$ cat config.mk
export PLATFORM = sky130hd
export DESIGN_NAME = tile_quad_vertex_generator_unit
export DESIGN_NICKNAME = d
export VERILOG_FILES = /design/src/design/tqvg_pkg.sv /design/src/design/tqvg_quot_pipe.sv /design/src/design/tqvg_vertex_seq.sv /design/src/design/tile_quad_vertex_generator_unit.sv
export SDC_FILE = /design/constraint.sdc
export NUM_CORES = 2
export LEC_CHECK = 0
export BUFFER_PORTS_ARGS = -buffer_cell sky130_fd_sc_hd__clkbuf_2
export CAP_MARGIN = 20
export CORE_MARGIN = 2
export CORE_UTILIZATION = 55
export CTS_CLUSTER_DIAMETER = 60
export CTS_CLUSTER_SIZE = 8
export DETAILED_ROUTE_END_ITERATION = 16
export GPL_TIMING_DRIVEN = 0
export PLACE_DENSITY = 0.8
export SLEW_MARGIN = 10
export SYNTH_ARGS = -nofsm -noshare
export SYNTH_HDL_FRONTEND = slang
export SYNTH_SLANG_ARGS = --single-unit
$ cat constraint.sdc
create_clock -name i_clk -period 10.5 [get_ports i_clk]
set_clock_uncertainty 0.1 [all_clocks]
set_input_delay 1.05 -clock i_clk [delete_from_list [all_inputs] [get_ports i_clk]]
set_output_delay 1.05 -clock i_clk [all_outputs]
set_load 0.01 [all_outputs]
$ cat src/design/tqvg_pkg.sv
`timescale 1ns / 1ps
// Shared types, widths and helpers of the tile quad vertex generator.
package tqvg_pkg;

    // field widths
    localparam int COL_W      = 8;
    localparam int ROW_W      = 8;
    localparam int TILE_W     = 16;
    localparam int MAPCOL_W   = 9;
    localparam int TSIZE_W    = 9;
    localparam int GAP_W      = 8;
    localparam int ATLAS_W    = 15;
    localparam int SLOT_W     = 19;
    localparam int CORNER_W   = 3;
    localparam int SCREEN_W   = 17;
    localparam int TEXX_W     = 22;
    localparam int TEXY_W     = 26;

    // ports
    localparam int CFG_IDX_W  = 3;
    localparam int CFG_DATA_W = 15;
    localparam int S_TDATA_W  = 32;
    localparam int M_TDATA_W  = 104;

    // register reset values
    localparam logic [MAPCOL_W-1:0] MAP_COLUMNS_RST = 9'd1;
    localparam logic [TSIZE_W-1:0]  TILE_WIDTH_RST  = 9'd16;
    localparam logic [TSIZE_W-1:0]  TILE_HEIGHT_RST = 9'd16;
    localparam logic [GAP_W-1:0]    TILE_GAP_RST    = 8'd0;
    localparam logic [ATLAS_W-1:0]  ATLAS_WIDTH_RST = 15'd256;
    // tiles per row that the reset values give
    localparam logic [ATLAS_W-1:0]  PER_ROW_RST     = ATLAS_WIDTH_RST / 15'(TILE_WIDTH_RST);

    // atlas entry divider pipeline
    localparam int DIV_STAGES = 4;
    localparam int DIV_STEPS  = TILE_W / DIV_STAGES;

    localparam int VERTS_PER_TILE = 6;
    localparam logic [CORNER_W-1:0] CORNER_LAST = CORNER_W'(VERTS_PER_TILE - 1);

    typedef enum logic [CFG_IDX_W-1:0] {
        REG_MAP_COLUMNS = 3'd0,
        REG_TILE_WIDTH  = 3'd1,
        REG_TILE_HEIGHT = 3'd2,
        REG_TILE_GAP    = 3'd3,
        REG_ATLAS_WIDTH = 3'd4
    } t_cfg_reg;

    // tiles-per-row divider
    typedef enum logic [1:0] {
        PR_IDLE,
        PR_LOAD,
        PR_STEP
    } t_pr_state;

    typedef struct packed {
        logic [COL_W-1:0] col;
        logic [ROW_W-1:0] row;
    } t_cell;

    // per-tile start values handed to the vertex sequencer
    typedef struct packed {
        logic [SLOT_W-1:0]   slot;
        logic [SCREEN_W-1:0] sx0;
        logic [SCREEN_W-1:0] sy0;
        logic [TEXX_W-1:0]   tx0;
        logic [TEXY_W-1:0]   ty0;
    } t_tile_base;

    typedef struct packed {
        logic [SLOT_W-1:0]   slot;
        logic [CORNER_W-1:0] corner;
        logic [SCREEN_W-1:0] sx;
        logic [SCREEN_W-1:0] sy;
        logic [TEXX_W-1:0]   tx;
        logic [TEXY_W-1:0]   ty;
        logic                last;
    } t_vertex;

    // remainder / shifting dividend-quotient pair of the entry divider
    typedef struct packed {
        logic [ATLAS_W-1:0] rem;
        logic [TILE_W-1:0]  dq;
    } t_div_state;

    // one restoring division step
    function automatic t_div_state div_step(input t_div_state st,
                                            input logic [ATLAS_W-1:0] d);
        logic [ATLAS_W:0] trial;
        logic [ATLAS_W:0] diff;
        logic             ge;
        t_div_state       res;
        trial   = {st.rem, st.dq[TILE_W-1]};
        diff    = trial - {1'b0, d};
        ge      = (trial >= {1'b0, d});
        res.rem = ge ? diff[ATLAS_W-1:0] : trial[ATLAS_W-1:0];
        res.dq  = {st.dq[TILE_W-2:0], ge};
        return res;
    endfunction

    // corners 1, 4 and 5 sit on the right edge, 2, 3 and 5 on the bottom edge
    function automatic logic corner_right(input logic [CORNER_W-1:0] c);
        return (c == 3'd1) || (c == 3'd4) || (c == 3'd5);
    endfunction

    function automatic logic corner_bottom(input logic [CORNER_W-1:0] c);
        return (c == 3'd2) || (c == 3'd3) || (c == 3'd5);
    endfunction

endpackage

$ cat src/design/tqvg_quot_pipe.sv
`timescale 1ns / 1ps
// Pipelined restoring divider: atlas entry split into atlas row and column.
module tqvg_quot_pipe (
    input  logic                           i_clk,
    input  logic                           i_rst_n,
    input  logic [tqvg_pkg::ATLAS_W-1:0]   i_divisor,
    input  logic                           i_valid,
    output logic                           o_ready,
    input  logic [tqvg_pkg::TILE_W-1:0]    i_entry,
    input  tqvg_pkg::t_cell                i_cell,
    output logic                           o_valid,
    input  logic                           i_ready,
    output logic [tqvg_pkg::TILE_W-1:0]    o_quo,
    output logic [tqvg_pkg::ATLAS_W-1:0]   o_rem,
    output tqvg_pkg::t_cell                o_cell
);

    localparam int NS = tqvg_pkg::DIV_STAGES;

    logic [NS-1:0]          r_valid;
    tqvg_pkg::t_div_state   r_div  [NS];
    tqvg_pkg::t_cell        r_cell [NS];

    tqvg_pkg::t_div_state   n_div    [NS];
    tqvg_pkg::t_div_state   stg_in   [NS];
    tqvg_pkg::t_cell        stg_cell [NS];
    logic [NS-1:0]          stg_in_valid;
    logic [NS:0]            stg_rdy;

    always_comb begin
        stg_in[0].rem   = '0;
        stg_in[0].dq    = i_entry;
        stg_cell[0]     = i_cell;
        stg_in_valid[0] = i_valid;
        for (int s = 1; s < NS; s++) begin
            stg_in[s]       = r_div[s-1];
            stg_cell[s]     = r_cell[s-1];
            stg_in_valid[s] = r_valid[s-1];
        end
    end

    // a fixed group of steps per stage
    always_comb begin
        for (int s = 0; s < NS; s++) begin
            n_div[s] = stg_in[s];
            for (int k = 0; k < tqvg_pkg::DIV_STEPS; k++) begin
                n_div[s] = tqvg_pkg::div_step(n_div[s], i_divisor);
            end
        end
    end

    always_comb begin
        stg_rdy[NS] = i_ready;
        for (int s = NS - 1; s >= 0; s--) begin
            stg_rdy[s] = !r_valid[s] || stg_rdy[s+1];
        end
    end

    always_ff @(posedge i_clk) begin
        if (!i_rst_n) begin
            r_valid <= '0;
        end else begin
            for (int s = 0; s < NS; s++) begin
                if (stg_rdy[s]) begin
                    r_valid[s] <= stg_in_valid[s];
                end
            end
        end
    end

    always_ff @(posedge i_clk) begin
        for (int s = 0; s < NS; s++) begin
            if (stg_rdy[s] && stg_in_valid[s]) begin
                r_div[s]  <= n_div[s];
                r_cell[s] <= stg_cell[s];
            end
        end
    end

    assign o_ready = stg_rdy[0];
    assign o_valid = r_valid[NS-1];
    assign o_quo   = r_div[NS-1].dq;
    assign o_rem   = r_div[NS-1].rem;
    assign o_cell  = r_cell[NS-1];

endmodule

$ cat src/design/tqvg_vertex_seq.sv
`timescale 1ns / 1ps
// Vertex sequencer: expands one tile into six registered vertex transfers.
module tqvg_vertex_seq (
    input  logic                           i_clk,
    input  logic                           i_rst_n,
    input  logic [tqvg_pkg::TSIZE_W-1:0]   i_tile_w,
    input  logic [tqvg_pkg::TSIZE_W-1:0]   i_tile_h,
    input  logic                           i_valid,
    output logic                           o_ready,
    input  tqvg_pkg::t_tile_base           i_base,
    output logic                           o_valid,
    input  logic                           i_ready,
    output tqvg_pkg::t_vertex              o_vertex
);

    logic                               r_busy;
    logic [tqvg_pkg::CORNER_W-1:0]      r_corner;
    tqvg_pkg::t_tile_base               r_base;
    logic                               r_m_valid;
    tqvg_pkg::t_vertex                  r_m;

    tqvg_pkg::t_vertex                  n_vtx;
    logic                               out_load;
    logic                               emit;
    logic                               take;
    logic [tqvg_pkg::SCREEN_W-1:0]      dx_s;
    logic [tqvg_pkg::SCREEN_W-1:0]      dy_s;
    logic [tqvg_pkg::TEXX_W-1:0]        dx_t;
    logic [tqvg_pkg::TEXY_W-1:0]        dy_t;

    assign out_load = !r_m_valid || i_ready;
    assign emit     = r_busy && out_load;
    assign o_ready  = !r_busy || (emit && (r_corner == tqvg_pkg::CORNER_LAST));
    assign take     = i_valid && o_ready;

    always_comb begin
        dx_s = tqvg_pkg::corner_right(r_corner)
             ? {{(tqvg_pkg::SCREEN_W - tqvg_pkg::TSIZE_W){1'b0}}, i_tile_w} : '0;
        dy_s = tqvg_pkg::corner_bottom(r_corner)
             ? {{(tqvg_pkg::SCREEN_W - tqvg_pkg::TSIZE_W){1'b0}}, i_tile_h} : '0;
        dx_t = tqvg_pkg::corner_right(r_corner)
             ? {{(tqvg_pkg::TEXX_W - tqvg_pkg::TSIZE_W){1'b0}}, i_tile_w} : '0;
        dy_t = tqvg_pkg::corner_bottom(r_corner)
             ? {{(tqvg_pkg::TEXY_W - tqvg_pkg::TSIZE_W){1'b0}}, i_tile_h} : '0;

        n_vtx.slot   = r_base.slot
                     + {{(tqvg_pkg::SLOT_W - tqvg_pkg::CORNER_W){1'b0}}, r_corner};
        n_vtx.corner = r_corner;
        n_vtx.sx     = r_base.sx0 + dx_s;
        n_vtx.sy     = r_base.sy0 + dy_s;
        n_vtx.tx     = r_base.tx0 + dx_t;
        n_vtx.ty     = r_base.ty0 + dy_t;
        n_vtx.last   = (r_corner == tqvg_pkg::CORNER_LAST);
    end

    always_ff @(posedge i_clk) begin
        if (!i_rst_n) begin
            r_busy    <= 1'b0;
            r_corner  <= '0;
            r_m_valid <= 1'b0;
        end else begin
            if (take) begin
                r_busy   <= 1'b1;
                r_corner <= '0;
            end else if (emit) begin
                if (r_corner == tqvg_pkg::CORNER_LAST) begin
                    r_busy <= 1'b0;
                end
                r_corner <= r_corner + 1'b1;
            end
            if (out_load) begin
                r_m_valid <= r_busy;
            end
        end
    end

    always_ff @(posedge i_clk) begin
        if (take) begin
            r_base <= i_base;
        end
        if (emit) begin
            r_m <= n_vtx;
        end
    end

    assign o_valid  = r_m_valid;
    assign o_vertex = r_m;

    a_corner_range: assert property (@(posedge i_clk) disable iff (!i_rst_n)
        r_busy |-> (r_corner <= tqvg_pkg::CORNER_LAST))
        else $error("corner counter past last corner");

    a_tile_no_gap: assert property (@(posedge i_clk) disable iff (!i_rst_n)
        (r_m_valid && i_ready && !r_m.last) |=> r_m_valid)
        else $error("vertex missing inside a tile");

    a_slot_step: assert property (@(posedge i_clk) disable iff (!i_rst_n)
        (r_m_valid && i_ready && !r_m.last) |=> (r_m.slot == ($past(r_m.slot) + 1'b1)))
        else $error("vertex slot not consecutive inside a tile");

endmodule

$ cat src/design/tile_quad_vertex_generator_unit.sv
`timescale 1ns / 1ps
// Top level of the tile quad vertex generator.
//
// Each accepted map cell with a nonzero tile number yields six vertex transfers (two triangles)
// on the master stream, one per cycle when the sink keeps up; a cell with tile number 0 is
// accepted and produces nothing, and such cells can be taken one per cycle while tready is high.
// Cells enter an eight-register pipeline (four stages of a restoring divider that splits the
// atlas entry into atlas row and column, one multiply stage, one slot stage, then the tile
// register of the vertex sequencer and its output register that drives the master stream).
// The tiles-per-row figure is kept in a register and rebuilt by a one-bit-per-cycle divider
// after every write to tile_width or atlas_width: the slave stream holds tready low after such
// a write until the rebuild is done. Other register writes take effect at once. There is no
// clearing pass after reset; the configuration port is always ready.
module tile_quad_vertex_generator_unit (
    input  logic                              i_clk,
    input  logic                              i_rst_n,
    // configuration writes
    input  logic                              i_cfg_valid,
    output logic                              o_cfg_ready,
    input  logic [tqvg_pkg::CFG_IDX_W-1:0]    i_cfg_index,
    input  logic [tqvg_pkg::CFG_DATA_W-1:0]   i_cfg_data,
    // map cells
    input  logic                              s_axis_tvalid,
    output logic                              s_axis_tready,
    input  logic [tqvg_pkg::S_TDATA_W-1:0]    s_axis_tdata,  // cell_column, cell_row, tile_number
    // vertices
    output logic                              m_axis_tvalid,
    input  logic                              m_axis_tready,
    // vertex_slot, corner, screen_x, screen_y, texel_x, texel_y
    output logic [tqvg_pkg::M_TDATA_W-1:0]    m_axis_tdata,
    output logic                              m_axis_tlast
);

    // ---------------- configuration registers ----------------
    logic [tqvg_pkg::MAPCOL_W-1:0]  r_map_columns;
    logic [tqvg_pkg::TSIZE_W-1:0]   r_tile_width;
    logic [tqvg_pkg::TSIZE_W-1:0]   r_tile_height;
    logic [tqvg_pkg::GAP_W-1:0]     r_tile_gap;
    logic [tqvg_pkg::ATLAS_W-1:0]   r_atlas_width;
    logic                           cfg_wr;

    assign o_cfg_ready = 1'b1;
    assign cfg_wr      = i_cfg_valid && o_cfg_ready;

    always_ff @(posedge i_clk) begin
        if (!i_rst_n) begin
            r_map_columns <= tqvg_pkg::MAP_COLUMNS_RST;
            r_tile_width  <= tqvg_pkg::TILE_WIDTH_RST;
            r_tile_height <= tqvg_pkg::TILE_HEIGHT_RST;
            r_tile_gap    <= tqvg_pkg::TILE_GAP_RST;
            r_atlas_width <= tqvg_pkg::ATLAS_WIDTH_RST;
        end else if (cfg_wr) begin
            unique case (i_cfg_index)
                tqvg_pkg::REG_MAP_COLUMNS: r_map_columns <= i_cfg_data[tqvg_pkg::MAPCOL_W-1:0];
                tqvg_pkg::REG_TILE_WIDTH:  r_tile_width  <= i_cfg_data[tqvg_pkg::TSIZE_W-1:0];
                tqvg_pkg::REG_TILE_HEIGHT: r_tile_height <= i_cfg_data[tqvg_pkg::TSIZE_W-1:0];
                tqvg_pkg::REG_TILE_GAP:    r_tile_gap    <= i_cfg_data[tqvg_pkg::GAP_W-1:0];
                tqvg_pkg::REG_ATLAS_WIDTH: r_atlas_width <= i_cfg_data[tqvg_pkg::ATLAS_W-1:0];
                default: ;
            endcase
        end
    end

    // ---------------- tiles per row: atlas_width / tile_width ----------------
    localparam logic [3:0] PR_STEPS_LAST = 4'(tqvg_pkg::ATLAS_W - 1);

    tqvg_pkg::t_pr_state            r_pr_state;
    tqvg_pkg::t_pr_state            n_pr_state;
    logic [3:0]                     r_pr_cnt;
    logic [tqvg_pkg::TSIZE_W-1:0]   r_pr_rem;
    logic [tqvg_pkg::ATLAS_W-1:0]   r_pr_dq;
    logic [tqvg_pkg::ATLAS_W-1:0]   r_per_row;

    logic                           pr_busy;
    logic                           pr_load;
    logic                           pr_step;
    logic                           cfg_hits_div;
    logic [tqvg_pkg::TSIZE_W-1:0]   pr_div;
    logic [tqvg_pkg::TSIZE_W:0]     pr_trial;
    logic [tqvg_pkg::TSIZE_W:0]     pr_diff;
    logic                           pr_ge;
    logic [tqvg_pkg::TSIZE_W-1:0]   n_pr_rem;
    logic [tqvg_pkg::ATLAS_W-1:0]   n_pr_dq;

    assign cfg_hits_div = cfg_wr && ((i_cfg_index == tqvg_pkg::REG_TILE_WIDTH) ||
                                     (i_cfg_index == tqvg_pkg::REG_ATLAS_WIDTH));

    always_comb begin
        n_pr_state = r_pr_state;
        if (cfg_hits_div) begin
            n_pr_state = tqvg_pkg::PR_LOAD;
        end else begin
            unique case (r_pr_state)
                tqvg_pkg::PR_IDLE: n_pr_state = tqvg_pkg::PR_IDLE;
                tqvg_pkg::PR_LOAD: n_pr_state = tqvg_pkg::PR_STEP;
                tqvg_pkg::PR_STEP: begin
                    if (r_pr_cnt == PR_STEPS_LAST) begin
                        n_pr_state = tqvg_pkg::PR_IDLE;
                    end
                end
                default: n_pr_state = tqvg_pkg::PR_IDLE;
            endcase
        end
    end

    always_comb begin
        pr_busy = 1'b0;
        pr_load = 1'b0;
        pr_step = 1'b0;
        unique case (r_pr_state)
            tqvg_pkg::PR_IDLE: ;
            tqvg_pkg::PR_LOAD: begin
                pr_busy = 1'b1;
                pr_load = 1'b1;
            end
            tqvg_pkg::PR_STEP: begin
                pr_busy = 1'b1;
                pr_step = 1'b1;
            end
            default: pr_busy = 1'b1;
        endcase
    end

    // zero tile width divides as one
    always_comb begin
        pr_div   = (r_tile_width == '0) ? tqvg_pkg::TSIZE_W'(1) : r_tile_width;
        pr_trial = {r_pr_rem, r_pr_dq[tqvg_pkg::ATLAS_W-1]};
        pr_diff  = pr_trial - {1'b0, pr_div};
        pr_ge    = (pr_trial >= {1'b0, pr_div});
        n_pr_rem = pr_ge ? pr_diff[tqvg_pkg::TSIZE_W-1:0] : pr_trial[tqvg_pkg::TSIZE_W-1:0];
        n_pr_dq  = {r_pr_dq[tqvg_pkg::ATLAS_W-2:0], pr_ge};
    end

    always_ff @(posedge i_clk) begin
        if (!i_rst_n) begin
            r_pr_state <= tqvg_pkg::PR_IDLE;
            r_pr_cnt   <= '0;
            r_per_row  <= tqvg_pkg::PER_ROW_RST;
        end else begin
            r_pr_state <= n_pr_state;
            if (pr_load) begin
                r_pr_cnt <= '0;
            end else if (pr_step) begin
                r_pr_cnt <= r_pr_cnt + 1'b1;
                if (r_pr_cnt == PR_STEPS_LAST) begin
                    // at least one tile per row
                    r_per_row <= (n_pr_dq == '0) ? tqvg_pkg::ATLAS_W'(1) : n_pr_dq;
                end
            end
        end
    end

    always_ff @(posedge i_clk) begin
        if (pr_load) begin
            r_pr_rem <= '0;
            r_pr_dq  <= r_atlas_width;
        end else if (pr_step) begin
            r_pr_rem <= n_pr_rem;
            r_pr_dq  <= n_pr_dq;
        end
    end

    // ---------------- input and atlas entry division ----------------
    tqvg_pkg::t_cell                in_cell;
    logic [tqvg_pkg::TILE_W-1:0]    in_tile;
    logic [tqvg_pkg::TILE_W-1:0]    in_entry;
    logic                           qp_in_valid;
    logic                           qp_in_ready;
    logic                           qp_out_valid;
    logic [tqvg_pkg::TILE_W-1:0]    qp_quo;
    logic [tqvg_pkg::ATLAS_W-1:0]   qp_rem;
    tqvg_pkg::t_cell                qp_cell;
    logic                           s5_ready;
    logic                           s6_ready;
    logic                           seq_in_ready;

    assign in_cell.col = s_axis_tdata[tqvg_pkg::COL_W-1:0];
    assign in_cell.row = s_axis_tdata[tqvg_pkg::COL_W +: tqvg_pkg::ROW_W];
    assign in_tile     = s_axis_tdata[tqvg_pkg::COL_W + tqvg_pkg::ROW_W +: tqvg_pkg::TILE_W];
    assign in_entry    = in_tile - 1'b1;

    // empty cells are taken and dropped here
    assign qp_in_valid   = s_axis_tvalid && !pr_busy && (in_tile != '0);
    assign s_axis_tready = !pr_busy && qp_in_ready;

    tqvg_quot_pipe u_quot (
        .i_clk     (i_clk),
        .i_rst_n   (i_rst_n),
        .i_divisor (r_per_row),
        .i_valid   (qp_in_valid),
        .o_ready   (qp_in_ready),
        .i_entry   (in_entry),
        .i_cell    (in_cell),
        .o_valid   (qp_out_valid),
        .i_ready   (s5_ready),
        .o_quo     (qp_quo),
        .o_rem     (qp_rem),
        .o_cell    (qp_cell)
    );

    // ---------------- multiply stage ----------------
    logic                            r_s5_valid;
    logic [tqvg_pkg::COL_W-1:0]      r_s5_col;
    logic [tqvg_pkg::SCREEN_W-1:0]   r_s5_rowmc;
    logic [tqvg_pkg::SCREEN_W-1:0]   r_s5_sx0;
    logic [tqvg_pkg::SCREEN_W-1:0]   r_s5_sy0;
    logic [tqvg_pkg::TEXX_W-1:0]     r_s5_tx0;
    logic [tqvg_pkg::TEXY_W-1:0]     r_s5_ty0;
    logic [tqvg_pkg::TSIZE_W:0]      w_pitch;
    logic [tqvg_pkg::TSIZE_W:0]      h_pitch;

    assign w_pitch  = {1'b0, r_tile_width}  + {2'b0, r_tile_gap};
    assign h_pitch  = {1'b0, r_tile_height} + {2'b0, r_tile_gap};
    assign s5_ready = !r_s5_valid || s6_ready;

    always_ff @(posedge i_clk) begin
        if (!i_rst_n) begin
            r_s5_valid <= 1'b0;
        end else if (s5_ready) begin
            r_s5_valid <= qp_out_valid;
        end
    end

    always_ff @(posedge i_clk) begin
        if (s5_ready && qp_out_valid) begin
            r_s5_col   <= qp_cell.col;
            r_s5_rowmc <= {9'd0, qp_cell.row} * {8'd0, r_map_columns};
            r_s5_sx0   <= {9'd0, qp_cell.col} * {8'd0, r_tile_width};
            r_s5_sy0   <= {9'd0, qp_cell.row} * {8'd0, r_tile_height};
            r_s5_tx0   <= {7'd0, qp_rem} * {12'd0, w_pitch};
            r_s5_ty0   <= {10'd0, qp_quo} * {16'd0, h_pitch};
        end
    end

    // ---------------- vertex slot stage ----------------
    logic                   r_s6_valid;
    tqvg_pkg::t_tile_base   r_s6_base;
    logic [17:0]            cell_idx;
    logic [19:0]            idx_x4;
    logic [19:0]            idx_x2;

    assign cell_idx = {1'b0, r_s5_rowmc} + {10'd0, r_s5_col};
    assign idx_x4   = {cell_idx, 2'b00};
    assign idx_x2   = {1'b0, cell_idx, 1'b0};
    assign s6_ready = !r_s6_valid || seq_in_ready;

    always_ff @(posedge i_clk) begin
        if (!i_rst_n) begin
            r_s6_valid <= 1'b0;
        end else if (s6_ready) begin
            r_s6_valid <= r_s5_valid;
        end
    end

    always_ff @(posedge i_clk) begin
        if (s6_ready && r_s5_valid) begin
            // six vertices per cell
            r_s6_base.slot <= idx_x4[tqvg_pkg::SLOT_W-1:0] + idx_x2[tqvg_pkg::SLOT_W-1:0];
            r_s6_base.sx0  <= r_s5_sx0;
            r_s6_base.sy0  <= r_s5_sy0;
            r_s6_base.tx0  <= r_s5_tx0;
            r_s6_base.ty0  <= r_s5_ty0;
        end
    end

    // ---------------- vertex sequencer ----------------
    tqvg_pkg::t_vertex      vtx;

    tqvg_vertex_seq u_seq (
        .i_clk     (i_clk),
        .i_rst_n   (i_rst_n),
        .i_tile_w  (r_tile_width),
        .i_tile_h  (r_tile_height),
        .i_valid   (r_s6_valid),
        .o_ready   (seq_in_ready),
        .i_base    (r_s6_base),
        .o_valid   (m_axis_tvalid),
        .i_ready   (m_axis_tready),
        .o_vertex  (vtx)
    );

    assign m_axis_tdata = {vtx.ty, vtx.tx, vtx.sy, vtx.sx, vtx.corner, vtx.slot};
    assign m_axis_tlast = vtx.last;

    a_per_row_nonzero: assert property (@(posedge i_clk) disable iff (!i_rst_n)
        r_per_row != '0)
        else $error("tiles per row is zero");

    a_hold_off_after_width: assert property (@(posedge i_clk) disable iff (!i_rst_n)
        (cfg_wr && (i_cfg_index == tqvg_pkg::REG_ATLAS_WIDTH)) |=> !s_axis_tready)
        else $error("cell taken while tiles per row is rebuilt");

endmodule

==> out/metrics.yaml <==
run_status:
  outcome: "complete, no violations"
worst_setup_path:
  arrival_ns: 10.66
  required_ns: 10.80
  crit_slowest_cell: "or4_4"
  crit_start: "r_per_row[0]"
  path_class: "flip-flop to flip-flop"
  crit_path_start_kind: "flip-flop"
  cp_slowest_stage_delay_ns: 0.49
  reg2reg_depth: 42
  path_max_fanout: 10
  cp-end-kind: "flip-flop"
  reg2reg_slack_ns: 0.13
  r2r_start: "r_per_row[0]"
  endpoint: "u_quot.r_div[3][29]"
  r2r-end: "u_quot.r_div[3][29]"
cts:
  cts_tree: "built"
  clock_path_buffers: 3
  htreeDepth: 3
  clock_latency_ns: 0.73
  cts_sinks: 705
  numCtsBuffers: 105
  clk_pin_slew_ns: 0.06
  root_buffer: "clkbuf_16"
  holdBufCountCts: 0
place:
  portBuffers: 158
  gpl.final_weighted_congestion: 0.9327
  dpl-instance-area_mm2: 0.05909
  hpwl_mm: 101.5
synth:
  synthCells: 5397
  synth_xor_area_frac: 0.05940
  synth_common_cells: "nand2_1, edfxtp_1, ha_1, inv_1, fa_1"
  synthesis.nets: 6356
  synth_area_leaders: "edfxtp_1, fa_1, ha_1"
  synth_fa_ha_area_frac: 0.2502
  synth_edf_count: 614
  synthMuxAreaShare: 0.02974
  netlist_area_mm2: 0.05603
  synth_cell_type_count: 94
  yosys_warnings: 0
  yosysMostFrequentCell: "nand2_1"
  async_flop_share: 0
  avgSynthCellArea_um2: 10.38
  ys_ff_latch: 705
  synth_compound_area_frac: 0.1112
  synth-main-ff-cell: "edfxtp_1"
  synth_top_area_cell: "edfxtp_1"
  synth_top_area_frac: 0.3291
  synth_top_family_by_area: "adder cells"
  seq_area_frac_synth: 0.3616
  yosys.area_share.simple: 0.1424
sta:
  worst_pin_slew_ns: 1.153
  fin_crit_ns: 10.37
  fin_hold_ws_ns: 0.2899
  fin_crit_sh: 0.9872
  timing.fmax_mhz: 96.47
  drv_slew: 0
  max_slew_margin: 0.2313
  setup_violations: 0
  hold_viol_final: 0
die:
  die_x_um: 323.2
  die_y_um: 323.2
  fp.dieArea_mm2: 0.1044
  placementRows: 117
  ioPinCount: 163
  initial_core_util: 0.5523
  core_area_mm2: 0.1014
route:
  drt_iter0_drc: 3519
  via_count: 42620
  post_drt_wl_per_cell_um: 19.64
  drc_errors: 0
  ant_nets: 0
  viasPerCell: 5.874
  dr.pass1.iters: 6
  drt-total-wl_mm: 142.5
finish:
  num-fill-cells: 7606
  fin_nets: 6758
  ff_latch_area_mm2: 0.02027
  syn_to_final_growth_pct: 14.97
  drive_gt1_frac: 0.1296
  multi_input_area_mm2: 0.03421
  post-route-cell-area_mm2: 0.06442
global_routing:
  grt_pass1_wl_mm: 223.0
  grt_max_degree: 64
  antenna_found_initial: 11
  overflow: 0
  grt_usage: 0.2702
  grt_pass1_vias: 43190
job:
  cap_violations: 0
hold_path:
  hp-class: "flip-flop to flip-flop"
[placed cells by master, fill, tap and decap left out, types with 19 or more instances in the layout]
cell type / count
nor2b_1: 71
xor2_1: 111
xnor2_1: 268
clkbuf_2: 161
clkbuf_16: 107
and3_1: 41
dfxtp_1: 86
a21o_1: 82
mux2i_1: 21
edfxtp_1: 614
mux2_2: 95
mux2_4: 20
a21oi_1: 307
inv_1: 491
nor3_1: 99
a211oi_1: 38
o21ai_0: 167
nand4_1: 49
nand2b_1: 55
nand3_1: 67
or3_1: 30
o21a_1: 54
nand2_1: 614
and2_1: 248
nor2_1: 249
ha_1: 519
clkbuf_1: 162
o31ai_1: 24
o21bai_1: 42
nor4_1: 19
ha_4: 19
a21boi_0: 21
buf_4: 116
fa_1: 352
[layer usage]
layer	wire length, µm	track usage
met5	60	0
met4	7208	0.1320
met3	11810	0.05121
met2	68190	0.4610
met1	55210	0.3287
[sequential cells by signal, summed over array words and instances (netlist names), 22 cells and up]
name / cells
u_quot.r_cell: 64
r_s6_base: 100
r_s5_ty0: 26
u_seq.o_vertex: 104
u_quot.r_div: 124
r_s5_tx0: 22
u_seq.r_base: 100
[through the flow]
| stage | setup TNS, ns | setup WS (ns) | util | instances |
|---|---|---|---|---|
| after floorplan | 0 | 0.02451 | - | 5397 |
| after global placement | -368.52 | -2.815 | 0.5772 | 6923 |
| after global routing | -1.797 | -0.1188 | 0.6349 | 7251 |
| after detailed placement | -147.36 | -2.928 | 0.5824 | 6943 |
| final | 0 | 0.1342 | 0.6350 | 7255 |
| after CTS | 0 | 0.002062 | 0.6264 | 7211 |
[timing repair]
action	CTS	global route
buffers inserted	80	37
gates resized for setup	133	119
endpoints found under the setup margin	64	64
gates cloned	1	0
pin swaps	32	61
[final cells by class]
class,instances,share of cell area
plain buffers,144,0.01134
well taps,1368,0.02657
multi-input cells,4033,0.5311
clock inverters,18,0.004525
inverters,512,0.03082
clock buffers,171,0.04591
diodes,6,0.0002331
repair inverters,1,0.00007769
repair buffers,297,0.03478
flip-flops and latches,705,0.3147
[kinds of logic after synthesis]
family / after synthesis
AND/OR/NAND/NOR: 1637
AO/OA/AOI/OAI: 965
adder cells (fa/ha/maj): 904
flip-flops: 705
buffers and inverters: 659
XOR/XNOR: 380
multiplexers: 146
other: 1
[critical path: cells and delay by family, from the launching register on]
family / cells / cell delay, ns
AOI/OAI and AO/OA: 21 / 4.93
adders and majority gates: 5 / 1.30
xor gates and xnor gates: 1 / 0.17
muxes: 2 / 0.68
and+or+nand+nor: 5 / 1.30
buffers and inverters: 8 / 1.06
DFF: 1 / 0.45
[worst min-delay path by stage]
| stage | start | endpoint | slack, ns | cells after the start |
|---|---|---|---|---|
| 3_5_place_dp | r_s5_ty0[17] | r_s6_base[17] | 0.30 | 0 |
| 4_1_cts | r_s5_tx0[13] | r_s6_base[39] | 0.30 | 0 |
| 2_1_floorplan | r_s5_ty0[0] | r_s6_base[0] | 0.30 | 0 |
| 3_3_place_gp | r_s6_base[2] | u_seq.r_base[2] | 0.30 | 0 |
| 6_report | r_s6_base[44] | u_seq.r_base[44] | 0.29 | 0 |
| 5_1_grt | r_s6_base[44] | u_seq.r_base[44] | 0.29 | 0 |
Power is left out: the tool's default activity adds up to more than one toggle a clock period on the data nets, which glitch-free logic cannot reach.
